--- src/wtdds_pkg.sv ---
// Shared types and constants for the three-channel wavetable oscillator.
// No dependencies; every other file imports this package.
`default_nettype none

package wtdds_pkg;

   // Sizes of the oscillator
   localparam int TABLE_DEPTH   = 256;
   localparam int CHANNEL_COUNT = 3;
   localparam int PHASE_BITS    = 16;
   localparam int OUT_FIELDS    = 3;
   localparam int ADDR_BITS     = $clog2(TABLE_DEPTH);

   // Field widths of the transactions
   localparam int SEL_BITS   = 2;
   localparam int INDEX_BITS = 8;
   localparam int BYTE_BITS  = 8;
   localparam int STEP_BITS  = 16;
   localparam int CSR_IDX_BITS = 2;

   // Small queue between front and back
   localparam int QUEUE_DEPTH = 4;
   localparam int QPTR_BITS   = $clog2(QUEUE_DEPTH);

   localparam logic [STEP_BITS-1:0]  STEP_RESET   = STEP_BITS'(100);
   localparam logic [OUT_FIELDS-1:0] ENABLE_RESET = '0;

   // Item kinds
   localparam logic KIND_TICK  = 1'b0;
   localparam logic KIND_WRITE = 1'b1;

   // Register indexes
   typedef enum logic [CSR_IDX_BITS-1:0] {
      REG_STEP_A         = 2'd0,
      REG_STEP_B         = 2'd1,
      REG_STEP_C         = 2'd2,
      REG_CHANNEL_ENABLE = 2'd3
   } csr_reg_type;

   typedef struct packed {
      logic                  kind;
      logic [SEL_BITS-1:0]   table_select;
      logic [INDEX_BITS-1:0] table_index;
      logic [BYTE_BITS-1:0]  table_value;
   } req_type;

   typedef struct packed {
      logic [BYTE_BITS-1:0] duty_a;
      logic [BYTE_BITS-1:0] duty_b;
      logic [BYTE_BITS-1:0] duty_c;
   } rsp_type;

   // Classified command held in the queue
   typedef struct packed {
      logic                 is_write;
      logic [SEL_BITS-1:0]  sel;
      logic [ADDR_BITS-1:0] addr;
      logic [BYTE_BITS-1:0] value;
   } cmd_type;

   // Configuration seen by the back end
   typedef struct packed {
      logic [OUT_FIELDS-1:0][STEP_BITS-1:0] step;
      logic [OUT_FIELDS-1:0]                enable;
   } csr_type;

endpackage

`default_nettype wire

--- src/wtdds_front.sv ---
// Front end: configuration registers and classification of incoming transactions.
// Depends on wtdds_pkg; feeds wtdds_queue and hands the configuration to wtdds_back.
`default_nettype none

module wtdds_front
   import wtdds_pkg::*;
(
   input  wire logic                    clock,
   input  wire logic                    reset,
   input  wire logic                    req_valid,
   output logic                         req_ready,
   input  wire req_type                 req_data,
   input  wire logic                    csr_wr_en,
   input  wire logic [CSR_IDX_BITS-1:0] csr_index,
   input  wire logic [STEP_BITS-1:0]    csr_wdata,
   input  wire logic                    q_full,
   output logic                         q_push,
   output cmd_type                      q_push_data,
   output csr_type                      csr
);

   csr_type csr_ff, csr_in;
   logic    accept;
   logic    drop;

   // Update a register on a write; bits of the data beyond the enable field are masked off
   always_comb begin
      csr_in = csr_ff;
      if (csr_wr_en) begin
         unique case (csr_reg_type'(csr_index))
            REG_STEP_A:         csr_in.step[0] = csr_wdata;
            REG_STEP_B:         csr_in.step[1] = csr_wdata;
            REG_STEP_C:         csr_in.step[2] = csr_wdata;
            REG_CHANNEL_ENABLE: csr_in.enable  = csr_wdata[OUT_FIELDS-1:0];
            default:            csr_in = csr_ff;
         endcase
      end
   end

   always_ff @(posedge clock) begin
      if (reset) begin
         csr_ff.step   <= {OUT_FIELDS{STEP_RESET}};
         csr_ff.enable <= ENABLE_RESET;
      end else begin
         csr_ff <= csr_in;
      end
   end

   assign csr = csr_ff;

   // Classify: drop writes to an absent table or beyond its depth
   always_comb begin
      drop = 1'b0;
      if (req_data.kind == KIND_WRITE) begin
         if (32'(req_data.table_select) >= CHANNEL_COUNT ||
             32'(req_data.table_select) >= OUT_FIELDS ||
             32'(req_data.table_index) >= TABLE_DEPTH) begin
            drop = 1'b1;
         end
      end
   end

   assign req_ready = !q_full;
   assign accept    = req_valid && req_ready;
   assign q_push    = accept && !drop;

   always_comb begin
      q_push_data.is_write = (req_data.kind == KIND_WRITE);
      q_push_data.sel      = req_data.table_select;
      q_push_data.addr     = ADDR_BITS'(req_data.table_index);
      q_push_data.value    = req_data.table_value;
   end

endmodule

`default_nettype wire

--- config.mk ---
export PLATFORM = sky130hd
export DESIGN_NAME = wtdds_front
export DESIGN_NICKNAME = d
export VERILOG_FILES = /design/src/wtdds_pkg.sv /design/src/wtdds_front.sv
export SDC_FILE = /design/constraint.sdc
export NUM_CORES = 1
export LEC_CHECK = 0
export BUFFER_PORTS_ARGS = -buffer_cell sky130_fd_sc_hd__buf_2
export CAP_MARGIN = 10
export CORE_MARGIN = 2
export CORE_UTILIZATION = 28
export CTS_BUF_LIST = sky130_fd_sc_hd__clkbuf_4 sky130_fd_sc_hd__clkbuf_8
export DETAILED_ROUTE_END_ITERATION = 12
export GPL_TIMING_DRIVEN = 1
export MAX_ROUTING_LAYER = met4
export SLEW_MARGIN = 25
export SYNTH_ARGS = -nofsm -noshare
export SYNTH_HDL_FRONTEND = slang
export SYNTH_SLANG_ARGS = --single-unit
--- constraint.sdc ---
create_clock -name clock -period 1.2 [get_ports clock]
set_clock_uncertainty 0.1 [all_clocks]
set_input_delay 0.24 -clock clock [delete_from_list [all_inputs] [get_ports clock]]
set_output_delay 0.24 -clock clock [all_outputs]
set_load 0.005 [all_outputs]
# Yosys cells after proc, flatten, opt, wreduce, memory -nomap -nowiden
# Index checks and enable logic that the tools add are counted.
# totals
register_bits	51
in_bits	42
output_inout_bits	72
word_cells	19
# classes
order_cmp	1
n_eq_ne	3
muxes	2
n_reduce_logical	9
# op_table
op	count
AND reduction 2 bit	4
equality test 2 bit (second input constant)	2
equality test 2 x 1 -> 1 bit (second input constant)	1
>= comparator 2 bit (second input constant)	1
logical AND 1 bit	2
zero test 1 bit	2
zero test 2 bit	1
two-way mux 1 bit	2

# Logic depth before layout (Yosys ltp)
# depth
word_depth	5
ltp_mapped	4
ltp_nobuf	2

# Worst setup path before layout
# No wires, ideal clock.
# synth_path
path_kind	input port to flip-flop
startpoint	in csr_index[0]
endpoint	reg csr_ff, in the netlist csr[8]
setup_time_ns	0.123
arrival_ns	1.013
required_ns	0.977
slack_ns	-0.036
cell_stages	4
path_buffers	2
cell_sequence	or3b_1 buf_6 buf_6 mux2i_1
# synth_via
elab_chain_cells	2
# synth_rtl
element	line	text
start, declared	wtdds_front.sv:14	input wire logic [CSR_IDX_BITS-1:0] csr_index,
zero test 2 bit	wtdds_front.sv:30	unique case (csr_reg_type'(csr_index))
AND reduction 2 bit (no line)	-	
end signal, assigned	wtdds_front.sv:45	csr_ff <= csr_in;
end, declared	wtdds_front.sv:22	csr_type csr_ff, csr_in;
# Every way passes these cells.
# A chain may end at the register's enable or synchronous reset.

# Worst setup path after layout
# layout_path
startpoint	reg csr_ff, in the netlist csr[8]
endpoint	out csr[8] (netlist bit)
# layout_lines
element	line	text
end, declared	wtdds_front.sv:19	output csr_type csr
# No word-level cell between the ends.

==> results.txt <==
status -> finished, final reports clean
Pwr Density -> 1156 nW/um^2
Leakage -> 1.410 nW
Synth Area in Adders -> 0%
number of global-route vias before repair -> 1567
DIE WIDTH -> 92.53 um
Post-CTS Setup Inserts -> 0
I/O Buffers -> 81
final hold vios -> 0
crit-path max cell delay -> 0.37 ns
Initial Util -> 28.70%
ANT cells -> 0
worst slew pin tran -> 0.1975 ns
period utilisation layout -> 94.17%
Placed Cells -> 374
ys async rst share -> 0%
drt first pass iters -> 4
layout cell share with drive strength beyond 1 -> 36.07%
DR vias -> 1586
Mapped Avg Cell Area -> 10.45 sq um
Gates resized, CTS repair -> 0
DR iter-0 viols -> 25
syn nets -> 252
GRT overflow -> 0
Sink Count -> 51
Post-Syn Area -> 2195 sq um
Yosys top cell by area -> dfxtp_1
DR WL/cell -> 12.39 um
synthesis-to-finish area growth -> 25.77%
DRT antenna net count -> 0
core area -> 7647 sq um
initial antenna violation count -> 0
Clk Latency, worst-skew pair -> 0.30 ns
mux cell area share after synthesis -> 23.26%
die area -> 8562 sq um
simple-gate share of the synthesized area -> 20.64%
RSZ-0062 raised after global routing -> no
commonest cells in the netlist -> 56 x nand2b_1, 51 x dfxtp_1, 51 x mux2i_1
GRT Overall Usage -> 11.36%
Compound-Gate Fraction of Synth Area -> 0%
Max FO, Critical Path -> 2
Placement Rows -> 32
Setup Viol. Count Final -> 0
Peak VDD IR -> 0.4695 mV
fmax -> 884.9 MHz
startpoint types -> flop
xor and xnor area share after synthesis -> 0%
Die Y -> 92.53 um
Worst setup EP type -> output port
Tot Pwr -> 0.003189 W
post-synth top area share -> 46.52%
Yosys cell types -> 14
Ports -> 114
top-count cell post-synth -> nand2b_1
Arr. time, crit path -> 0.79 ns
clock period minus worst slack -> 1.130 ns
Max Cap Viol -> 0
residual DRC count -> 0
Critical path buffers and inverters -> 1
setup TNS -> 0 ns
Slew Limit Headroom -> 86.78%
Final nets -> 321
Mapped Cells -> 210
worst path cell trace -> buf_2
top post-synthesis cells by area -> dfxtp_1 47%, mux2i_1 23%, nand2b_1 16%
Final Non-Filler Cells -> 382
Max Transition Viols Final -> 0
CTS Root Buffer Type -> clkbuf_8
Num CTS Buffers -> 5
CP delay by family, top -> flip-flops
hold_buf cts -> 0
drt total wl -> 4734 um
largest net degree at the start of global routing -> 50
H-tree levels -> 2
max FFs per register -> 51
Min Hold Slack -> 0.1131 ns
Critical Path Slowest Stage Cell -> dfxtp_1
WS Path Type -> flop to output port
Via-to-Cell Ratio -> 4.152
placer congestion estimate -> 0.6863
count of yosys warnings during synthesis -> 0
HPWL Detailed -> 3488 um
CTS tree -> done
Seq cells post-synth -> 51
clk buf depth -> 2
worst min path class -> input pin to flop
first-pass GRT wire length -> 7576 um
clock-pin slew on the worst setup and hold paths -> 0.10 ns
post-synthesis sequential area ratio -> 46.52%
Post-synth EDFFs -> 0
CP required -> 0.86 ns
top_reg_cell synth -> dfxtp_1
largest family of logic cells by synthesized area -> multiplexers
[cells by family (layout without fill, tap and decap cells)]
group / after synthesis / after routing
multiplexers: 51 / 51
flip-flops: 51 / 51
AND/OR/NAND/NOR: 76 / 76
buffers and inverters: 32 / 102
[worst reg2reg max path, cell delays in order, from the launching register on]
cell and delay (ns):
dfxtp_1 0.34, nor2_1 0.11, mux2i_1 0.08
[placed cells by master (no fill, tap or decap)]
master       n
clkbuf_8     6
and3_1       1
inv_1        1
nor2_1      12
nand3_1      2
mux2i_1     51
or3b_1       1
nand2b_1    56
nand3b_1     2
buf_4        8
dfxtp_1     51
buf_12       4
and3b_1      2
clkinv_4     1
buf_2       81
clkinvlp_4   1
[area by class of cell]
| cell class | count | area [sq um] |
|---|---|---|
| multi-input combinational | 127 | 963.4 |
| clock buffer | 6 | 82.58 |
| clock inverter | 2 | 16.27 |
| timing repair buffer | 93 | 545.5 |
| inverter | 1 | 3.754 |
| fill | 792 | 4887 |
| sequential | 51 | 1021 |
| tap | 102 | 127.6 |
[layer usage]
layer / vias up / wire, um / global-route usage (%)
li1: 802 / - / -
met1: 722 / 2138 / 14.12
met2: 60 / 2239 / 18.13
met3: 2 / 329 / 3.092
met4: 0 / 27 / 3.358
met5: - / 0 / -
[path summary, 6_finish.rpt]
path / from / endpoint / slack [ns] / cells past startpoint
min: csr_wdata[6] / csr[9] / 0.11 / 3
max reg2reg: csr[8] / csr[8] / 0.47 / 2
max: csr[8] / csr[8] / 0.07 / 1
min reg2reg: csr[49] / csr[49] / 0.37 / 2
[metrics by stage]
step	setup slack (ns)	utilization, %	cell area, sq um
3_3_place_gp	-0.09179	34.80	2661
3_5_place_dp	-0.1070	34.80	2661
2_1_floorplan	-0.03313	-	2198
6_report	0.06993	36.09	2760
5_1_grt	0.02411	36.09	2760
4_1_cts	0.04903	36.09	2760
[power by group]
group	leakage (nW)	internal [W]	switching, W
logic	0.948	0.000200	0.000163
clock network	0.0474	0.000472	0.000574
registers	0.415	0.00175	0.0000296
(Power assumes the default switching activity.)
