File: config.mk
export PLATFORM = sky130hd
export DESIGN_NAME = wtdds_queue
export DESIGN_NICKNAME = d
export VERILOG_FILES = /design/src/wtdds_pkg.sv /design/src/wtdds_queue.sv
export SDC_FILE = /design/constraint.sdc
export NUM_CORES = 1
export LEC_CHECK = 0
export ABC_AREA = 1
export BUFFER_PORTS_ARGS = -buffer_cell sky130_fd_sc_hd__buf_2
export CAP_MARGIN = 20
export CORE_UTILIZATION = 26
export CTS_BUF_LIST = sky130_fd_sc_hd__clkbuf_16
export DETAILED_ROUTE_END_ITERATION = 8
export PLACE_DENSITY = 0.43
export SLEW_MARGIN = 20
export SYNTH_ARGS = -nofsm -noshare
export SYNTH_HDL_FRONTEND = slang
export SYNTH_SLANG_ARGS = --single-unit
File: constraint.sdc
create_clock -name clock -period 2.9 [get_ports clock]
set_input_delay 0.58 -clock clock [delete_from_list [all_inputs] [get_ports clock]]
set_output_delay 0.58 -clock clock [all_outputs]
set_load 0.02 [all_outputs]
File: src/wtdds_pkg.sv
// Shared types and constants for the three-channel wavetable oscillator.
// No dependencies; every other file imports this package.
`default_nettype none

package wtdds_pkg;

   // Sizes of the oscillator
   localparam int TABLE_DEPTH   = 256;
   localparam int CHANNEL_COUNT = 3;
   localparam int PHASE_BITS    = 16;
   localparam int OUT_FIELDS    = 3;
   localparam int ADDR_BITS     = $clog2(TABLE_DEPTH);

   // Field widths of the transactions
   localparam int SEL_BITS   = 2;
   localparam int INDEX_BITS = 8;
   localparam int BYTE_BITS  = 8;
   localparam int STEP_BITS  = 16;
   localparam int CSR_IDX_BITS = 2;

   // Small queue between front and back
   localparam int QUEUE_DEPTH = 4;
   localparam int QPTR_BITS   = $clog2(QUEUE_DEPTH);

   localparam logic [STEP_BITS-1:0]  STEP_RESET   = STEP_BITS'(100);
   localparam logic [OUT_FIELDS-1:0] ENABLE_RESET = '0;

   // Item kinds
   localparam logic KIND_TICK  = 1'b0;
   localparam logic KIND_WRITE = 1'b1;

   // Register indexes
   typedef enum logic [CSR_IDX_BITS-1:0] {
      REG_STEP_A         = 2'd0,
      REG_STEP_B         = 2'd1,
      REG_STEP_C         = 2'd2,
      REG_CHANNEL_ENABLE = 2'd3
   } csr_reg_type;

   typedef struct packed {
      logic                  kind;
      logic [SEL_BITS-1:0]   table_select;
      logic [INDEX_BITS-1:0] table_index;
      logic [BYTE_BITS-1:0]  table_value;
   } req_type;

   typedef struct packed {
      logic [BYTE_BITS-1:0] duty_a;
      logic [BYTE_BITS-1:0] duty_b;
      logic [BYTE_BITS-1:0] duty_c;
   } rsp_type;

   // Classified command held in the queue
   typedef struct packed {
      logic                 is_write;
      logic [SEL_BITS-1:0]  sel;
      logic [ADDR_BITS-1:0] addr;
      logic [BYTE_BITS-1:0] value;
   } cmd_type;

   // Configuration seen by the back end
   typedef struct packed {
      logic [OUT_FIELDS-1:0][STEP_BITS-1:0] step;
      logic [OUT_FIELDS-1:0]                enable;
   } csr_type;

endpackage

`default_nettype wire

File: src/wtdds_queue.sv
// Short command queue between front and back end.
// Depends on wtdds_pkg for the command type and queue depth.
`default_nettype none

module wtdds_queue
   import wtdds_pkg::*;
(
   input  wire logic    clock,
   input  wire logic    reset,
   input  wire logic    push,
   input  wire cmd_type push_data,
   output logic         full,
   input  wire logic    pop,
   output logic         pop_valid,
   output cmd_type      pop_data
);

   cmd_type              q_mem_ff [QUEUE_DEPTH];
   logic [QPTR_BITS-1:0] wr_ptr_ff, wr_ptr_in;
   logic [QPTR_BITS-1:0] rd_ptr_ff, rd_ptr_in;
   logic [QPTR_BITS:0]   count_ff, count_in;
   logic                 do_pop;

   assign full      = (32'(count_ff) == QUEUE_DEPTH);
   assign pop_valid = (count_ff != '0);
   assign pop_data  = q_mem_ff[rd_ptr_ff];
   assign do_pop    = pop && pop_valid;

   // Advance pointers and occupancy
   always_comb begin
      wr_ptr_in = wr_ptr_ff;
      rd_ptr_in = rd_ptr_ff;
      count_in  = count_ff;
      if (push) begin
         wr_ptr_in = wr_ptr_ff + 1'b1;
      end
      if (do_pop) begin
         rd_ptr_in = rd_ptr_ff + 1'b1;
      end
      if (push && !do_pop) begin
         count_in = count_ff + 1'b1;
      end else if (!push && do_pop) begin
         count_in = count_ff - 1'b1;
      end
   end

   always_ff @(posedge clock) begin
      if (reset) begin
         wr_ptr_ff <= '0;
         rd_ptr_ff <= '0;
         count_ff  <= '0;
      end else begin
         wr_ptr_ff <= wr_ptr_in;
         rd_ptr_ff <= rd_ptr_in;
         count_ff  <= count_in;
      end
   end

   // Store the entry
   always_ff @(posedge clock) begin
      if (push) begin
         q_mem_ff[wr_ptr_ff] <= push_data;
      end
   end

endmodule

`default_nettype wire

## Word level (Yosys, flattened, before mapping)

Memories as Yosys holds them, arrays and structs flattened. A register that Yosys moved wholly into a read port is not among the register bits.
Cells that the tools add are included.

- Register bits after elaboration: 7
- Bits in latches: 0
- Bits in writable memories: 76
- Memory bits (read-only): 0
- Input bits: 23
- Output and inout port bits: 21
- Logic and storage cells: 22
- Memories: 1

Memory list:

| memory | depth | bits a word | rd ports | clocked after Yosys merged registers in | write ports | RTL line | text |
|---|---|---|---|---|---|---|---|
| q_mem_ff | 4 | 19 | 1 | 1 | 1 | wtdds_queue.sv:18 | `cmd_type q_mem_ff [QUEUE_DEPTH];` |

- Add/subtract/negate cells: 4
- Multipliers: 0
- Div/mod/pow operators: 0
- Order comparisons: 0
- Eq/ne operators: 1
- Shifts and indexed selects: 0
- Mux-type cells: 6
- Bitwise logic cells: 0
- Reduce and logical (&&, ||, !) cells: 7

Operators by type and width:

| kind | count |
|---|---|
| $mux 3 | 2 |
| $add 2x1->2 const B | 2 |
| $mux 2 | 2 |
| $add 3x1->3 const B | 1 |
| $eq 3x3->1 const B | 1 |
| $logic_and 1x1->1 | 3 |
| $reduce_bool 3->1 | 1 |
| $sub 3x1->3 const B | 1 |
| $logic_not 1->1 | 2 |
| $mux 1 | 2 |
| $reduce_bool 2->1 | 1 |

## Longest topological paths before layout

- Depth in word-level cells: 5
- Mapped depth: 12
- Depth with buffers taken out: 12

## Worst setup path after synthesis

OpenSTA, ideal clock, no wires.

- Path type: reg-to-reg
- Start: reg count_ff[1]
- End: reg count_ff[2]
- Arrival time: 1615 ps
- Required time: 2787 ps
- Path slack: 1173 ps
- Cell stages (with the launch flop): 13
- Clock period less this slack: 1727 ps
- Path through: dfxtp_1 nor2_1 nand2_1 nand2_2 ha_1 inv_1 fa_1 inv_1 nand2_1 nand3_1 nand2_1 nand2_1 nor2_1

- Longest elaborated chain between the ends: 5

RTL lines:

| what | RTL line | text |
|---|---|---|
| start, declared | wtdds_queue.sv:21 | `logic [QPTR_BITS:0] count_ff, count_in;` |
| start signal, assigned | wtdds_queue.sv:55 | `count_ff <= count_in;` |
| $reduce_bool 3->1 * | wtdds_queue.sv:25 | `assign pop_valid = (count_ff != '0);` |
| named net pop_valid | wtdds_queue.sv:14 | `output logic pop_valid,` |
| $logic_and 1x1->1 * | wtdds_queue.sv:27 | `assign do_pop = pop && pop_valid;` |
| $logic_not 1->1 | wtdds_queue.sv:40 | `if (push && !do_pop) begin` |
| $logic_and 1x1->1 | wtdds_queue.sv:40 |  |
| $mux 3 or $reduce_bool 2->1 (tied branches) | n/a |  |

Mark *: on every way through the listed nets, which the timed path passes. The rest lies on a longest branch. The select of a mux whose other input is x is not followed.
A chain may end at the register's enable or synchronous reset.

==> reports/results.tsv <==
stage	metric	value	unit
die	Rows	40	
power	Leak	0.00146	uW
sta	RSZ-0062 raised after global routing	false	
clocking	Worst-path clk slew	70	ps
sta	Achievable Freq	441	MHz
clocking	CTS H-tree depth	3	
critical_path	worst-path cell chain	buf_4 > o21ai_0 > o22ai_1 > buf_2	
clocking	Post-CTS Setup Repair Bufs	0	
sta	Worst Max-Slew Pin Slew	655	ps
critical_path	R2R setup slack	1150	ps
synth	Synth Cell Area	3320	um^2
route	drt total wl	6.69	mm
critical_path	R2R depth	12	
clocking	CTS Buffer Depth	2	
power	Int Power	2270	uW
finish	commonest cells after routing, fill and taps aside	edfxtp_1, buf_2, nor2_1, o21ai_0, o22ai_1	
sta	Final Hold Vio Count	0	
power	Comb pwr share	0.242	
die	Core Region	12200	um^2
sta	Post-Route Setup TNS	0	ps
route	max layer used	met5	
power	PD cells	843	nW/um^2
clocking	Sinks on Clock Net	85	
route	post-route ant nets	0	
hold_path	hold_sp	push_data[6]	
critical_path	WP data required	2320	ps
finish	fillers	1258	
critical_path	r2r startpoint	count_ff[0]	
route	first drt pass iteration count	4	
clocking	CTS tree	done	
clocking	Worst-Skew Late Latency	330	ps
power	power share of the sequential group	0.436	
hold_path	Min-Delay Path Depth	1	
place	DP HPWL	3.94	mm
power	Net Switching	1090	uW
clocking	CTS Hold Bufs	0	
synth	Syn Nets	276	
route	wire per inst	14.3	um
finish	most common library cell in the layout ignoring fill and taps	edfxtp_1	
critical_path	WP depth	4	
synth	Warnings, synthesis	0	
power	peak supply drop	0.000458	V
route	routed vias/inst	4.28	
route	metal1 wirelength	2.99	mm
critical_path	CP top delay family	flip-flops	
place	GPL Wtd Cong	0.660	
finish	area of the multi-input gates	699	um^2
synth	Yosys reg bits	85	
sta	Final Slew Violations	0	
synth	sequential fraction of the synthesis area	0.741	
critical_path	crit start category	flip-flop	
hold_path	Hold Path Class	primary input to flip-flop	
critical_path	crit path max-delay cell type	dfxtp_1	
sta	relative slew slack	0.563	
die	Die Span Y	115	um
sta	period utilization	0.781	
die	Starting Density	0.272	
route	Vias	2005	
sta	Final Skew	9.53	ps
critical_path	WP buf/inv	2	
grt	GR Overflow Total	0	
synth	mean area per synthesized cell	13.4	um^2
finish	Nets	325	
clocking	PostCTS Resize Cnt	0	
synth	post-synthesis cell count	247	
place	port bufs	43	
sta	Final Critical Period	2270	ps
critical_path	Crit path arrival time	1690	ps
route	met3 WL	385	um
route	Remaining DRCs	0	
power	switch share	0.324	
critical_path	slowest cell delay on critical path	550	ps
route	1st-iter DRT viols	112	
run	Max Cap Viol	0	
finish	Reg area	2460	um^2
power	Clock Power Share	0.322	
finish	Layout Utilization	0.326	
grt	largest net degree at the start of global routing	39	
critical_path	CP endpoint kind	primary output	
route	routed wl met2	3.20	mm
finish	fraction of layout cells with a size suffix above 1	0.239	
sta	final setup vio count	0	
finish	synth-to-layout area growth	19.7	%
grt	antenna violations before repair	1	
die	full die area	13200	um^2
clocking	CTS root buf	clkbuf_16	
finish	number of antenna diodes	0	
critical_path	critical path type	flip-flop to primary output	
grt	vias in the first global route	1964	
synth	Netlist cell types	23	
die	Die Width	115	um
outcome	status	finished, final reports clean	
critical_path	Crit Path Max Fanout	12	
grt	global-route total usage across every layer	0.109	
grt	first-pass GRT wire length	10.4	mm
die	number of placed I/O pins	44	
clocking	CTS buffer count	9	
[power groups by stage]
stage          clock [uW]  combinational [uW]  sequential (uW)
6_report             1080                 813             1460
5_1_grt              1160                 909             1470
4_1_cts              1110                 834             1460
3_5_place_dp            0                 831             1490
3_3_place_gp            0                 824             1490
2_1_floorplan           0                 618             1480
[synthesized netlist by cell type, drive strengths merged]
library cell  instances  area, um^2
edfxtp               76        2280
nor2                 44         173
o21ai                41         213
o22ai                19         119
inv                  16        60.1
nand2                15        58.8
buf                   9        91.3
dfxtp                 9         180
a21oi                 5        25.0
ha                    5        62.6
nand3                 3        15.0
clkbuf                2        8.75
fa                    1        20.0
nor3                  1        5.00
xor2                  1        8.76
[per-layer routing]
metal	up-vias	track usage
met5	-	0
li1	991	-
met1	956	0.129
met3	9	0.0438
met4	2	0.0416
met2	47	0.178
[kinds of logic after synthesis]
kind of cell,share of synthesized area
buf+inv,0.0482
xor+xnor,0.00264
compound gates,0.107
flops,0.741
simple gates,0.0757
fa+ha+maj,0.0249
[worst paths after layout]
path / to
worst max-delay path: pop_data[18]
worst min-delay path: q_mem_ff[1][6]
worst max register to register: count_ff[2]
worst min register to register: rd_ptr_ff[0]
[metrics by stage]
stage | total power, uW | cell area, um^2 | cells | setup slack, ps | hold slack, ps
global placement | 2310 | 3690 | 453 | 957 | 495
finish | 3350 | 3980 | 469 | 634 | 456
detailed placement | 2320 | 3690 | 453 | 944 | 496
CTS | 3400 | 3980 | 469 | 581 | 451
global route | 3540 | 3980 | 469 | 474 | 456
floorplan | 2100 | 3320 | 247 | 1170 | 459
[flip-flops by register name, indices dropped and copies added (netlist names), named ones only]
| name | cells |
|---|---|
| q_mem_ff | 76 |
| rd_ptr_ff | 2 |
| count_ff | 3 |
| wr_ptr_ff | 2 |
[layout make-up]
| cell class | instances | area share |
|---|---|---|
| clock inverter | 7 | 0.0148 |
| tap | 168 | 0.0529 |
| timing repair buffer | 49 | 0.0655 |
| clock buffer | 9 | 0.0566 |
| inverter | 16 | 0.0151 |
| sequential | 85 | 0.619 |
| multi-input combinational | 135 | 0.176 |
(Power assumes the default switching activity.)
